### src/bfs_pkg.sv
// Shared types and constants of the battery fault supervisor.
package bfs_pkg;

    // System state machine
    typedef enum logic [1:0] {
        ST_PRE_INIT = 2'd0,
        ST_RUNNING  = 2'd1,
        ST_CHARGING = 2'd2,
        ST_ERRORED  = 2'd3
    } t_sys_state;

    // Aggregate module state codes
    localparam logic [1:0] SUM_IDLE      = 2'd0;
    localparam logic [1:0] SUM_BALANCING = 2'd1;
    localparam logic [1:0] SUM_FAULT     = 2'd2;

    // Live module state codes as reported
    localparam logic [1:0] MODE_IDLE      = 2'd0;
    localparam logic [1:0] MODE_BALANCING = 2'd1;
    localparam logic [1:0] MODE_FAULT     = 2'd2;

    // Error mask bit positions
    localparam int ERR_OVERTEMP  = 0;
    localparam int ERR_TIMEOUT   = 1;
    localparam int ERR_BATT_FLT  = 2;
    localparam int ERR_CURR_FLT  = 3;
    localparam int ERR_MODULE    = 4;
    localparam int ERR_BUS_A     = 5;
    localparam int ERR_BUS_B     = 6;
    localparam int ERR_W         = 7;

    localparam logic [7:0] NO_MODULE = 8'hFF;
    localparam int         CURSOR_W  = 5;

    // Configuration register indexes
    localparam int         CFG_IDX_W             = 3;
    localparam logic [2:0] CFG_CHECK_ENABLE      = 3'd0;
    localparam logic [2:0] CFG_TEMP_LIMIT        = 3'd1;
    localparam logic [2:0] CFG_HEARTBEAT_TIMEOUT = 3'd2;
    localparam logic [2:0] CFG_FAULT_GRACE       = 3'd3;
    localparam logic [2:0] CFG_CHARGE_IDLE_LIMIT = 3'd4;
    localparam int         CFG_DATA_W            = 32;

    typedef struct packed {
        logic [ERR_W-1:0]   check_enable;
        logic signed [15:0] temp_limit;
        logic [31:0]        heartbeat_timeout;
        logic [31:0]        fault_grace;
        logic [7:0]         charge_idle_limit;
    } t_cfg;

    localparam t_cfg CFG_RESET = '{
        check_enable:      7'h7F,
        temp_limit:        16'sd600,
        heartbeat_timeout: 32'd1000,
        fault_grace:       32'd1000,
        charge_idle_limit: 8'd10
    };

    // One module report as held in the input register
    typedef struct packed {
        logic [31:0]        now_ticks;
        logic [31:0]        heartbeat_time;
        logic [15:0]        fault_tally;
        logic [1:0]         module_mode;
        logic               last_module;
        logic signed [15:0] pack_temp;
        logic               batt_floating;
        logic               current_floating;
        logic               bus_a_error;
        logic               bus_b_error;
        logic               subsystems_ready;
        logic               charge_request;
    } t_report;

    // Per-tick accumulation handed from the module tracker to the state machine
    typedef struct packed {
        logic [ERR_W-1:0] errors;
        logic [7:0]       fault_module;
        logic [1:0]       summary;
    } t_tick_acc;

    localparam t_tick_acc ACC_IDLE = '{
        errors:       '0,
        fault_module: NO_MODULE,
        summary:      SUM_IDLE
    };

    // One status word
    typedef struct packed {
        t_sys_state       system_state;
        logic [ERR_W-1:0] error_mask;
        logic [7:0]       fault_module;
        logic [1:0]       module_summary;
        logic             fault_line_ok;
    } t_status;

endpackage

### src/bfs_track.sv
// Per-module checks: heartbeat timeout, fault grace table and state aggregation.
module bfs_track #(
    parameter int MODULES = 8
) (
    input  logic               i_clk,
    input  logic               i_rst_n,
    input  logic               i_step,
    input  bfs_pkg::t_report   i_rpt,
    input  bfs_pkg::t_cfg      i_cfg,
    output bfs_pkg::t_tick_acc o_acc
);
    import bfs_pkg::*;

    localparam int IDX_W = (MODULES > 1) ? $clog2(MODULES) : 1;

    logic [CURSOR_W-1:0] r_cursor;
    logic [MODULES-1:0]  r_pending;
    logic [MODULES-1:0]  n_pending;
    logic [31:0]         r_start [MODULES];
    t_tick_acc           r_acc;
    t_tick_acc           n_acc;

    logic [IDX_W-1:0] idx;
    logic             in_range;
    logic             pend;
    logic             faulting;
    logic             start_we;
    logic [31:0]      start_eff;
    logic [31:0]      hb_age;
    logic [31:0]      fault_age;

    assign idx      = r_cursor[IDX_W-1:0];
    assign in_range = ({1'b0, r_cursor} < 6'(MODULES));
    assign pend     = r_pending[idx];
    assign faulting = (i_rpt.fault_tally != '0);
    // A fault first seen on this report starts its grace period now.
    assign start_eff = pend ? r_start[idx] : i_rpt.now_ticks;
    assign fault_age = i_rpt.now_ticks - start_eff;
    assign hb_age    = i_rpt.now_ticks - i_rpt.heartbeat_time;

    always_comb begin
        n_acc     = r_acc;
        n_pending = r_pending;
        start_we  = 1'b0;
        if (in_range) begin
            if (i_cfg.check_enable[ERR_TIMEOUT] && (hb_age > i_cfg.heartbeat_timeout)) begin
                n_acc.errors[ERR_TIMEOUT] = 1'b1;
            end
            if (i_cfg.check_enable[ERR_MODULE]) begin
                if (faulting) begin
                    if (!pend) begin
                        n_pending[idx] = 1'b1;
                        start_we       = 1'b1;
                    end
                    if (fault_age >= i_cfg.fault_grace) begin
                        n_acc.errors[ERR_MODULE] = 1'b1;
                        if (r_acc.fault_module == NO_MODULE) begin
                            n_acc.fault_module = 8'(r_cursor);
                        end
                        n_acc.summary = SUM_FAULT;
                    end
                end else begin
                    n_pending[idx] = 1'b0;
                end
                if (i_rpt.module_mode == MODE_FAULT) begin
                    n_acc.summary = SUM_FAULT;
                end else if ((i_rpt.module_mode == MODE_BALANCING) &&
                             (n_acc.summary != SUM_FAULT)) begin
                    n_acc.summary = SUM_BALANCING;
                end
            end
        end
    end

    assign o_acc = n_acc;

    always_ff @(posedge i_clk) begin
        if (!i_rst_n) begin
            r_cursor  <= '0;
            r_pending <= '0;
            r_acc     <= ACC_IDLE;
        end else if (i_step) begin
            r_pending <= n_pending;
            if (i_rpt.last_module) begin
                r_cursor <= '0;
                r_acc    <= ACC_IDLE;
            end else begin
                r_cursor <= r_cursor + 1'b1;
                r_acc    <= n_acc;
            end
        end
    end

    always_ff @(posedge i_clk) begin
        if (i_step && start_we) begin
            r_start[idx] <= i_rpt.now_ticks;
        end
    end

endmodule

### src/bfs_fsm.sv
// System-level checks, system state machine and charge-request watchdog.
module bfs_fsm (
    input  logic               i_clk,
    input  logic               i_rst_n,
    input  logic               i_step,
    input  bfs_pkg::t_report   i_rpt,
    input  bfs_pkg::t_cfg      i_cfg,
    input  bfs_pkg::t_tick_acc i_acc,
    output bfs_pkg::t_status   o_status
);
    import bfs_pkg::*;

    t_sys_state       r_state;
    t_sys_state       n_state;
    logic [7:0]       r_idle_cnt;
    logic [7:0]       n_idle_cnt;
    logic [ERR_W-1:0] errs;
    logic             any_err;

    always_comb begin
        errs = i_acc.errors;
        if (i_cfg.check_enable[ERR_OVERTEMP] && (i_rpt.pack_temp > i_cfg.temp_limit)) begin
            errs[ERR_OVERTEMP] = 1'b1;
        end
        if (i_cfg.check_enable[ERR_BATT_FLT] && i_rpt.batt_floating) begin
            errs[ERR_BATT_FLT] = 1'b1;
        end
        if (i_cfg.check_enable[ERR_CURR_FLT] && i_rpt.current_floating) begin
            errs[ERR_CURR_FLT] = 1'b1;
        end
        if (i_cfg.check_enable[ERR_BUS_A] && i_rpt.bus_a_error) begin
            errs[ERR_BUS_A] = 1'b1;
        end
        if (i_cfg.check_enable[ERR_BUS_B] && i_rpt.bus_b_error) begin
            errs[ERR_BUS_B] = 1'b1;
        end
    end

    assign any_err = (errs != '0);

    always_comb begin
        n_state = r_state;
        case (r_state)
            ST_PRE_INIT: begin
                if (i_rpt.subsystems_ready) begin
                    n_state = any_err ? ST_ERRORED : ST_RUNNING;
                end
            end
            ST_RUNNING: begin
                if (any_err) begin
                    n_state = ST_ERRORED;
                end else if (i_rpt.charge_request) begin
                    n_state = ST_CHARGING;
                end
            end
            ST_CHARGING: begin
                if (any_err || (r_idle_cnt > i_cfg.charge_idle_limit)) begin
                    n_state = ST_ERRORED;
                end
            end
            ST_ERRORED: begin
                if (!any_err) begin
                    n_state = ST_RUNNING;
                end
            end
            default: n_state = r_state;
        endcase
    end

    // The watchdog counts ticks without a charge request while charging and saturates.
    always_comb begin
        n_idle_cnt = r_idle_cnt;
        case (r_state)
            ST_RUNNING: begin
                if (!any_err && i_rpt.charge_request) begin
                    n_idle_cnt = '0;
                end
            end
            ST_CHARGING: begin
                if (!any_err && (r_idle_cnt <= i_cfg.charge_idle_limit)) begin
                    if (i_rpt.charge_request) begin
                        n_idle_cnt = '0;
                    end else if (r_idle_cnt != 8'hFF) begin
                        n_idle_cnt = r_idle_cnt + 1'b1;
                    end
                end
            end
            default: n_idle_cnt = r_idle_cnt;
        endcase
    end

    always_comb begin
        o_status.system_state   = n_state;
        o_status.error_mask     = errs;
        o_status.fault_module   = i_acc.fault_module;
        o_status.module_summary = i_acc.summary;
        o_status.fault_line_ok  = (n_state != ST_ERRORED);
    end

    always_ff @(posedge i_clk) begin
        if (!i_rst_n) begin
            r_state    <= ST_PRE_INIT;
            r_idle_cnt <= '0;
        end else if (i_step) begin
            r_state    <= n_state;
            r_idle_cnt <= n_idle_cnt;
        end
    end

endmodule

### src/battery_fault_supervisor.sv
// Battery fault supervisor: top level with input word register and status register.
//
// Usage:
// Each refresh tick is sent on the input channel as one word per battery module,
// in module order, the final word with last_module set. System-level flags are
// taken from that final word only. A word is accepted when i_in_valid is high
// and o_in_stall is low; one word can be accepted in every cycle.
// Each accepted word is held in the input register; from there the per-module
// checks and, on the final word, the system state machine run combinationally
// and the status word is loaded into the output register. A status word is thus
// presented from the output register once its final input word leaves the input
// register, and words other than the final one produce no output.
// The output channel holds its word while i_out_stall is high; the input
// register keeps advancing non-final words meanwhile, and stalls only when a
// final word is waiting for the output register.
// Configuration writes take effect at the clock edge where i_cfg_we is high
// and should be made only while the block is idle.
// Synchronous reset clears both registers' valid flags, the module cursor,
// the fault-pending flags, the tick accumulators and the state machine
// (pre-init), and restores the configuration defaults.
module battery_fault_supervisor #(
    parameter int MODULES = 8
) (
    input  logic                                i_clk,
    input  logic                                i_rst_n,
    input  logic                                i_cfg_we,
    input  logic [bfs_pkg::CFG_IDX_W-1:0]       i_cfg_idx,
    input  logic [bfs_pkg::CFG_DATA_W-1:0]      i_cfg_data,
    input  logic                                i_in_valid,
    output logic                                o_in_stall,
    input  logic [31:0]                         i_now_ticks,
    input  logic [31:0]                         i_heartbeat_time,
    input  logic [15:0]                         i_fault_tally,
    input  logic [1:0]                          i_module_mode,
    input  logic                                i_last_module,
    input  logic signed [15:0]                  i_pack_temp,
    input  logic                                i_batt_floating,
    input  logic                                i_current_floating,
    input  logic                                i_bus_a_error,
    input  logic                                i_bus_b_error,
    input  logic                                i_subsystems_ready,
    input  logic                                i_charge_request,
    output logic                                o_out_valid,
    input  logic                                i_out_stall,
    output logic [1:0]                          o_system_state,
    output logic [bfs_pkg::ERR_W-1:0]           o_error_mask,
    output logic [7:0]                          o_fault_module,
    output logic [1:0]                          o_module_summary,
    output logic                                o_fault_line_ok
);
    import bfs_pkg::*;

    t_cfg      r_cfg;
    t_report   r_in;
    logic      r_in_valid;
    t_status   r_out;
    logic      r_out_valid;
    t_tick_acc acc;
    t_status   status;
    logic      in_accept;
    logic      advance;
    logic      close_tick;

    // The held word moves on unless it closes a tick and the status register is blocked.
    assign advance    = r_in_valid && (!r_in.last_module || !r_out_valid || !i_out_stall);
    assign close_tick = advance && r_in.last_module;
    assign o_in_stall = r_in_valid && !advance;
    assign in_accept  = i_in_valid && !o_in_stall;

    always_ff @(posedge i_clk) begin
        if (!i_rst_n) begin
            r_cfg <= CFG_RESET;
        end else if (i_cfg_we) begin
            case (i_cfg_idx)
                CFG_CHECK_ENABLE:      r_cfg.check_enable      <= i_cfg_data[ERR_W-1:0];
                CFG_TEMP_LIMIT:        r_cfg.temp_limit        <= $signed(i_cfg_data[15:0]);
                CFG_HEARTBEAT_TIMEOUT: r_cfg.heartbeat_timeout <= i_cfg_data[31:0];
                CFG_FAULT_GRACE:       r_cfg.fault_grace       <= i_cfg_data[31:0];
                CFG_CHARGE_IDLE_LIMIT: r_cfg.charge_idle_limit <= i_cfg_data[7:0];
                default:               r_cfg                   <= r_cfg;
            endcase
        end
    end

    always_ff @(posedge i_clk) begin
        if (!i_rst_n) begin
            r_in_valid <= 1'b0;
        end else if (in_accept) begin
            r_in_valid <= 1'b1;
        end else if (advance) begin
            r_in_valid <= 1'b0;
        end
    end

    always_ff @(posedge i_clk) begin
        if (in_accept) begin
            r_in.now_ticks        <= i_now_ticks;
            r_in.heartbeat_time   <= i_heartbeat_time;
            r_in.fault_tally      <= i_fault_tally;
            r_in.module_mode      <= i_module_mode;
            r_in.last_module      <= i_last_module;
            r_in.pack_temp        <= i_pack_temp;
            r_in.batt_floating    <= i_batt_floating;
            r_in.current_floating <= i_current_floating;
            r_in.bus_a_error      <= i_bus_a_error;
            r_in.bus_b_error      <= i_bus_b_error;
            r_in.subsystems_ready <= i_subsystems_ready;
            r_in.charge_request   <= i_charge_request;
        end
    end

    bfs_track #(
        .MODULES (MODULES)
    ) u_track (
        .i_clk   (i_clk),
        .i_rst_n (i_rst_n),
        .i_step  (advance),
        .i_rpt   (r_in),
        .i_cfg   (r_cfg),
        .o_acc   (acc)
    );

    bfs_fsm u_fsm (
        .i_clk    (i_clk),
        .i_rst_n  (i_rst_n),
        .i_step   (close_tick),
        .i_rpt    (r_in),
        .i_cfg    (r_cfg),
        .i_acc    (acc),
        .o_status (status)
    );

    always_ff @(posedge i_clk) begin
        if (!i_rst_n) begin
            r_out_valid <= 1'b0;
        end else if (close_tick) begin
            r_out_valid <= 1'b1;
        end else if (!i_out_stall) begin
            r_out_valid <= 1'b0;
        end
    end

    always_ff @(posedge i_clk) begin
        if (close_tick) begin
            r_out <= status;
        end
    end

    assign o_out_valid      = r_out_valid;
    assign o_system_state   = r_out.system_state;
    assign o_error_mask     = r_out.error_mask;
    assign o_fault_module   = r_out.fault_module;
    assign o_module_summary = r_out.module_summary;
    assign o_fault_line_ok  = r_out.fault_line_ok;

endmodule

### config.mk
export PLATFORM = sky130hd
export DESIGN_NAME = battery_fault_supervisor
export DESIGN_NICKNAME = d
export VERILOG_FILES = /design/src/bfs_pkg.sv /design/src/bfs_track.sv /design/src/bfs_fsm.sv /design/src/battery_fault_supervisor.sv
export SDC_FILE = /design/constraint.sdc
export NUM_CORES = 1
export LEC_CHECK = 0
export BUFFER_PORTS_ARGS = -buffer_cell sky130_fd_sc_hd__buf_2
export CORE_MARGIN = 1.5
export CORE_UTILIZATION = 60
export CTS_CLUSTER_SIZE = 40
export DETAILED_ROUTE_END_ITERATION = 8
export PLACE_DENSITY = 0.84
export RECOVER_POWER = 100
export SLEW_MARGIN = 20
export SYNTH_ARGS = -nofsm -noshare
export SYNTH_HDL_FRONTEND = slang
export SYNTH_HIERARCHICAL = 1
export SYNTH_SLANG_ARGS = --single-unit
### constraint.sdc
create_clock -name i_clk -period 13.9 [get_ports i_clk]
set_input_delay 0.695 -clock i_clk [delete_from_list [all_inputs] [get_ports i_clk]]
set_output_delay 0.695 -clock i_clk [all_outputs]
set_load 0.1 [all_outputs]
* Word-level counts from Yosys, hierarchy flattened
Memory sizes are Yosys's and may differ from the RTL's. A register that Yosys moved wholly into a read port is not among the register bits.
Index checks and enable logic that the tools add are counted.
** Word-level totals
- Input port bits :: 145
- Memories :: 1
- Word-level logic and storage cells :: 155
- Output and inout port bits :: 22
- Register bits :: 257
- Bits in latches :: 0
- Memory bits (read-only) :: 0
- Bits in writable memories :: 256
** Cells by class
- Divide/modulo/power cells :: 0
- Multiplexer cells :: 53
- $lt $le $gt $ge :: 8
- Shift operators :: 0
- Eq/ne operators :: 18
- Add/subtract/negate cells :: 4
- Multipliers :: 0
- Bitwise operators :: 3
- Reduce and logical (&&, ||, !) cells :: 37
** Memory list
- u_track.r_start :: depth 8, width 32, read ports 1, clocked after Yosys merged registers in 1, wr ports 1, line bfs_track.sv:19 : logic [31:0] r_start [MODULES];
** Operators with widths (number)
- $sub 32x32->32 :: 2
- $mux 10 :: 6
- $mux 8 :: 7
- $ge 32x32->1 :: 1
- $gt 32x32->1 :: 1
- $mux 32 :: 1
- $mux 1 :: 23
- $gt 16x16->1 :: 1
- $mux 2 :: 8
- $pmux 8 s2 :: 1
- $reduce_bool 16->1 :: 1
- $logic_and 1x1->1 :: 15
- $mux 15 :: 1
- $reduce_and 2->1 :: 5
- $add 8x1->8 const B :: 1
- $and 8x8->8 :: 1
- $eq 8x8->1 const B :: 1
- $gt 8x8->1 :: 1
- $le 8x8->1 :: 1
- $ne 8x8->1 const B :: 1
- $not 8->8 :: 1
- $or 8x8->8 :: 1
- $pmux 2 s4 :: 1
- $reduce_bool 7->1 :: 1
- 23 further kinds :: 40

* Logic depth before layout (Yosys ltp)
- Depth after elaboration :: 16
- Gate-level depth with buffers :: 37
- Depth with buffers taken out :: 33

* By module
Netlist, hierarchy kept.
** By module, submodules not included
- bfs_track :: instances 1, sequential area each 8247.9 sq um, area each 16012.9 sq um, cells each 1274
- battery_fault_supervisor :: instances 1, sequential area each 5695.5 sq um, area each 7484.7 sq um, cells each 493
- bfs_fsm :: instances 1, sequential area each 200.2 sq um, area each 1447.6 sq um, cells each 200

* Worst setup path after synthesis
OpenSTA, ideal clock, no wires.
- Kind :: register -> register
- From :: register r_out_valid, in the netlist o_out_valid
- To :: register r_in[0] (netlist name) (enable)
- Clock period less this slack :: 6.661 ns
- Buffers on the path :: 0
- Setup time :: 0.580 ns
- Arrival time :: 6.081 ns
- Cell stages (with the launch flop) :: 3
- Required time :: 13.320 ns
- Setup slack :: 7.239 ns
- Cells stage by stage :: dfxtp_1 and4_1 nor2b_1
** Between the ends
- Word-level cells in the longest chain between the ends :: 8
** Ends and longest elaborated chain
- start, declared :: line battery_fault_supervisor.sv:57 : logic r_out_valid;
- start signal, assigned :: line battery_fault_supervisor.sv:135 : r_out_valid <= 1'b0;
- start signal, assigned :: line battery_fault_supervisor.sv:137 : r_out_valid <= 1'b1;
- start signal, assigned :: line battery_fault_supervisor.sv:139 : r_out_valid <= 1'b0;
- $logic_not 1->1 :: line battery_fault_supervisor.sv:65 : assign advance = r_in_valid && (!r_in.last_module || !r_out_valid || !i_out_stall);
- $logic_or 1x1->1 (2 in a row) :: line battery_fault_supervisor.sv:65
- $logic_and 1x1->1 :: line battery_fault_supervisor.sv:65
- $logic_not 1->1 :: line battery_fault_supervisor.sv:67 : assign o_in_stall = r_in_valid && !advance;
- $logic_and 1x1->1 :: line battery_fault_supervisor.sv:67
- net o_in_stall :: line battery_fault_supervisor.sv:30 : output logic o_in_stall,
- $logic_not 1->1 :: line battery_fault_supervisor.sv:68 : assign in_accept = i_in_valid && !o_in_stall;
- $logic_and 1x1->1 :: line battery_fault_supervisor.sv:68
- net in_accept :: line battery_fault_supervisor.sv:60 : logic in_accept;
- end, declared :: line battery_fault_supervisor.sv:54 : t_report r_in;
The timed path passes the listed nets, and every way through them passes these cells.
A chain may end at the register's enable or synchronous reset.

==> metrics <==
Synth Area in Adders a little under 8%; XOR/XNOR Fraction of Synth Area around 1.9%; Ports between 150 and 200; Hold Crit Depth 1; Startpoint Class flop; antenna violations before repair 2; Max VDD drop around 0.000085 V; DRT iter0 DRCs about 1500; pwr/cell area approximately 130 nW/µm²; GRT Resource Usage Total approximately 28%; Final #Nets 2430; asr flop ratio synth 0%; Worst path slowest cell clkbuf_1; clk slew on worst S/H paths around 60 ps; measured slew at the worst slew-check pin ~3800 ps; ANT nets after route 0; CP Class reg -> reg; fmax 0.105 GHz; number of port buffers 166; min-delay src i_now_ticks[14]; failing checks max-capacitance violations, max-slew violations; first-pass GRT wire length 91200 µm; hold_buf cts 0; Placement Rows between 70 and 80; Critical Path RT 14360 ps; multiplexer share of the synthesized area between 10% and 20%; RR Startpoint u_track/r_cursor[2]; share of cells above drive strength 1 between 10% and 20%; CP Buf/Inv Count 4; post-CTS resize count 0; Ant. Diodes 0; Reg2Reg Depth 31; endpoint class of the critical path flop; Die Ht 207 µm; Die Area approximately 43000 µm²; GR peak layer met2; core area about 41000 µm²; drc violations 0; grt ovf 0; Ys Warns 6; DP HPWL ~41000 µm; Power Total 3.78 mW; grt met2 use between 40% and 50%; worst r2r dst u_fsm/r_idle_cnt[6]; clk root buf clkbuf_16; Worst Skew roughly 19 ps; clock sinks a little over 500; fin. max-slew vios roughly 580; htree depth 2; Vias 16400; Yosys reg bits 516; Total Neg Setup Slack 0 ps; most common cell after layout, fill and taps aside edfxtp_1; relative slew slack -154%; worst-path maximum fanout 65; cell family with most CP delay compound AO/OA/AOI/OAI gates; period utilization 68.3%; Max-Cap Viols 12; largest net degree at the start of global routing roughly 90; Synth Area in Compound Gates 9.43%; Syn Area/Cell ~13 µm²; CTS tree built; minimum clock period after layout 9490 ps; Place WS about 6300 ps; Reg2Reg Setup Slack ~4400 ps; CTS Buffer Depth 3; Synth-to-Final Area Change 12.2%; met3 usage 5.95%; Worst Hold End r_in[87]; Leak 10.7 nW; WL final 60000 µm; HP Class in -> reg; dominant synthesized flop cell edfxtp_1; met1 usage between 30% and 40%; register area share after synthesis 56.7%; Final setup viols 0; Post-Synth Simple-Gate Area 9.21%; Synth Instances 1967; most frequent cells in the layout 381 x edfxtp_1, 174 x nand2_1, 153 x ha_1, 149 x inv_1, 142 x buf_2; largest family of logic cells by synthesized area multiplexers; Via density around 6.1; Setup Fix Bufs, Post-CTS 0; status finished with violations; RSZ-0062 raised after global routing false; Pre-antenna DRT Iters 6; final hold slack ~260 ps; critical path arrival slightly below 10000 ps; GPL Wtd Cong slightly above 0.9; Core Util, Final between 60 and 70%; most frequent CP cell a21oi_1; vias in the first global route between 15000 and 20000; Crit path largest cell delay about 2000 ps; setup ws final between 4000 and 5000 ps; synthesized area between 20000 and 25000 µm²; Fin. Hold Viols 0; initial core utilization between 60% and 70%; worst skew pair latency around 600 ps; Synth cell types 91; EDFF count, synth ~380; TritonCTS Buffers 53; WL/cell between 20 and 25 µm; DIE WIDTH approximately 210 µm
[synth_stat cells, types with 11 or more instances]
cell	count	share of area [%]
dfxtp_1	135	11
ha_1	153	7.7
mux4_2	64	5.8
nand3_1	32	0.64
o21a_1	31	0.93
nor2_1	105	1.6
nor2b_1	47	1.2
nand4_1	22	0.55
mux2i_1	130	5.2
nand2b_1	13	0.33
buf_2	23	0.46
xor2_1	17	0.60
and2_1	11	0.28
edfxtp_1	381	46
a21oi_1	110	2.2
xnor2_1	36	1.3
nand2_1	174	2.6
a21o_1	55	1.7
clkbuf_1	29	0.44
inv_1	149	2.2
nor3_1	14	0.28
o21ai_0	35	0.70
and3_1	13	0.33
buf_4	21	0.63
[worst max-delay path by stage]
stage                     endpoint                 from  slack, ps  cells after the start
6_report       u_fsm/r_idle_cnt[6]  u_track/r_cursor[2]       4410                     31
5_1_grt        u_fsm/r_idle_cnt[5]  u_track/r_cursor[2]       3690                     32
4_1_cts        u_fsm/r_idle_cnt[7]                 flop       6200                     28
3_5_place_dp   u_fsm/r_idle_cnt[7]                 flop       6260                     28
3_3_place_gp   u_fsm/r_idle_cnt[7]                 flop       6490                     28
2_1_floorplan              r_in[0]          o_out_valid       7240                      2
[where the power goes]
| part | leakage (nW) | switching (mW) | internal (mW) | total [mW] |
|---|---|---|---|---|
| combinational | 5.21 | 0.340 | 0.225 | 0.566 |
| sequential | 4.61 | 0.0377 | 1.70 | 1.74 |
| clock | 0.893 | 0.595 | 0.873 | 1.47 |
| total | 10.7 | 0.973 | 2.80 | 3.78 |
[sequential cells by signal, summed over array words and instances (netlist names), 2 cells and up, named ones only]
signal            count
u_track/r_cursor      5
u_track/r_start     256
u_fsm/r_state         2
r_in                105
o_system_state        2
u_track/r_acc        12
u_fsm/r_idle_cnt      8
o_error_mask          7
o_fault_module        8
r_cfg                95
o_module_summary      2
[kinds of logic after synthesis]
kind of cell	Yosys count
buf+inv	234
other cells	1
fa+ha+maj	155
xor+xnor	53
simple gates	474
mux	194
compound gates	340
flops	516
[metal layers]
| metal | routed length, µm | vias up |
|---|---|---|
| li1 | - | 7584 |
| met1 | 24100 | 8010 |
| met2 | 29000 | 694 |
| met3 | 4590 | 150 |
| met4 | 2390 | 4 |
| met5 | 25 | - |
[through the flow]
stage / cells / cell area (µm²)
after floorplan: 1971 / 25000
after global placement: 2606 / 26300
after detailed placement: 2606 / 26300
after CTS: 2705 / 28100
after global routing: 2706 / 28000
final: 2706 / 28000
[area by class of cell]
cell class | instances | area (µm²)
Multi-Input combinational cell | 1221 | 9870
Tap cell | 532 | 666
Fill cell | 2855 | 12900
Timing Repair Buffer | 187 | 906
Clock inverter | 28 | 288
Sequential cell | 516 | 14100
Inverter | 151 | 567
Clock buffer | 71 | 1540
Note: power is estimated with default switching activity, not from simulation.
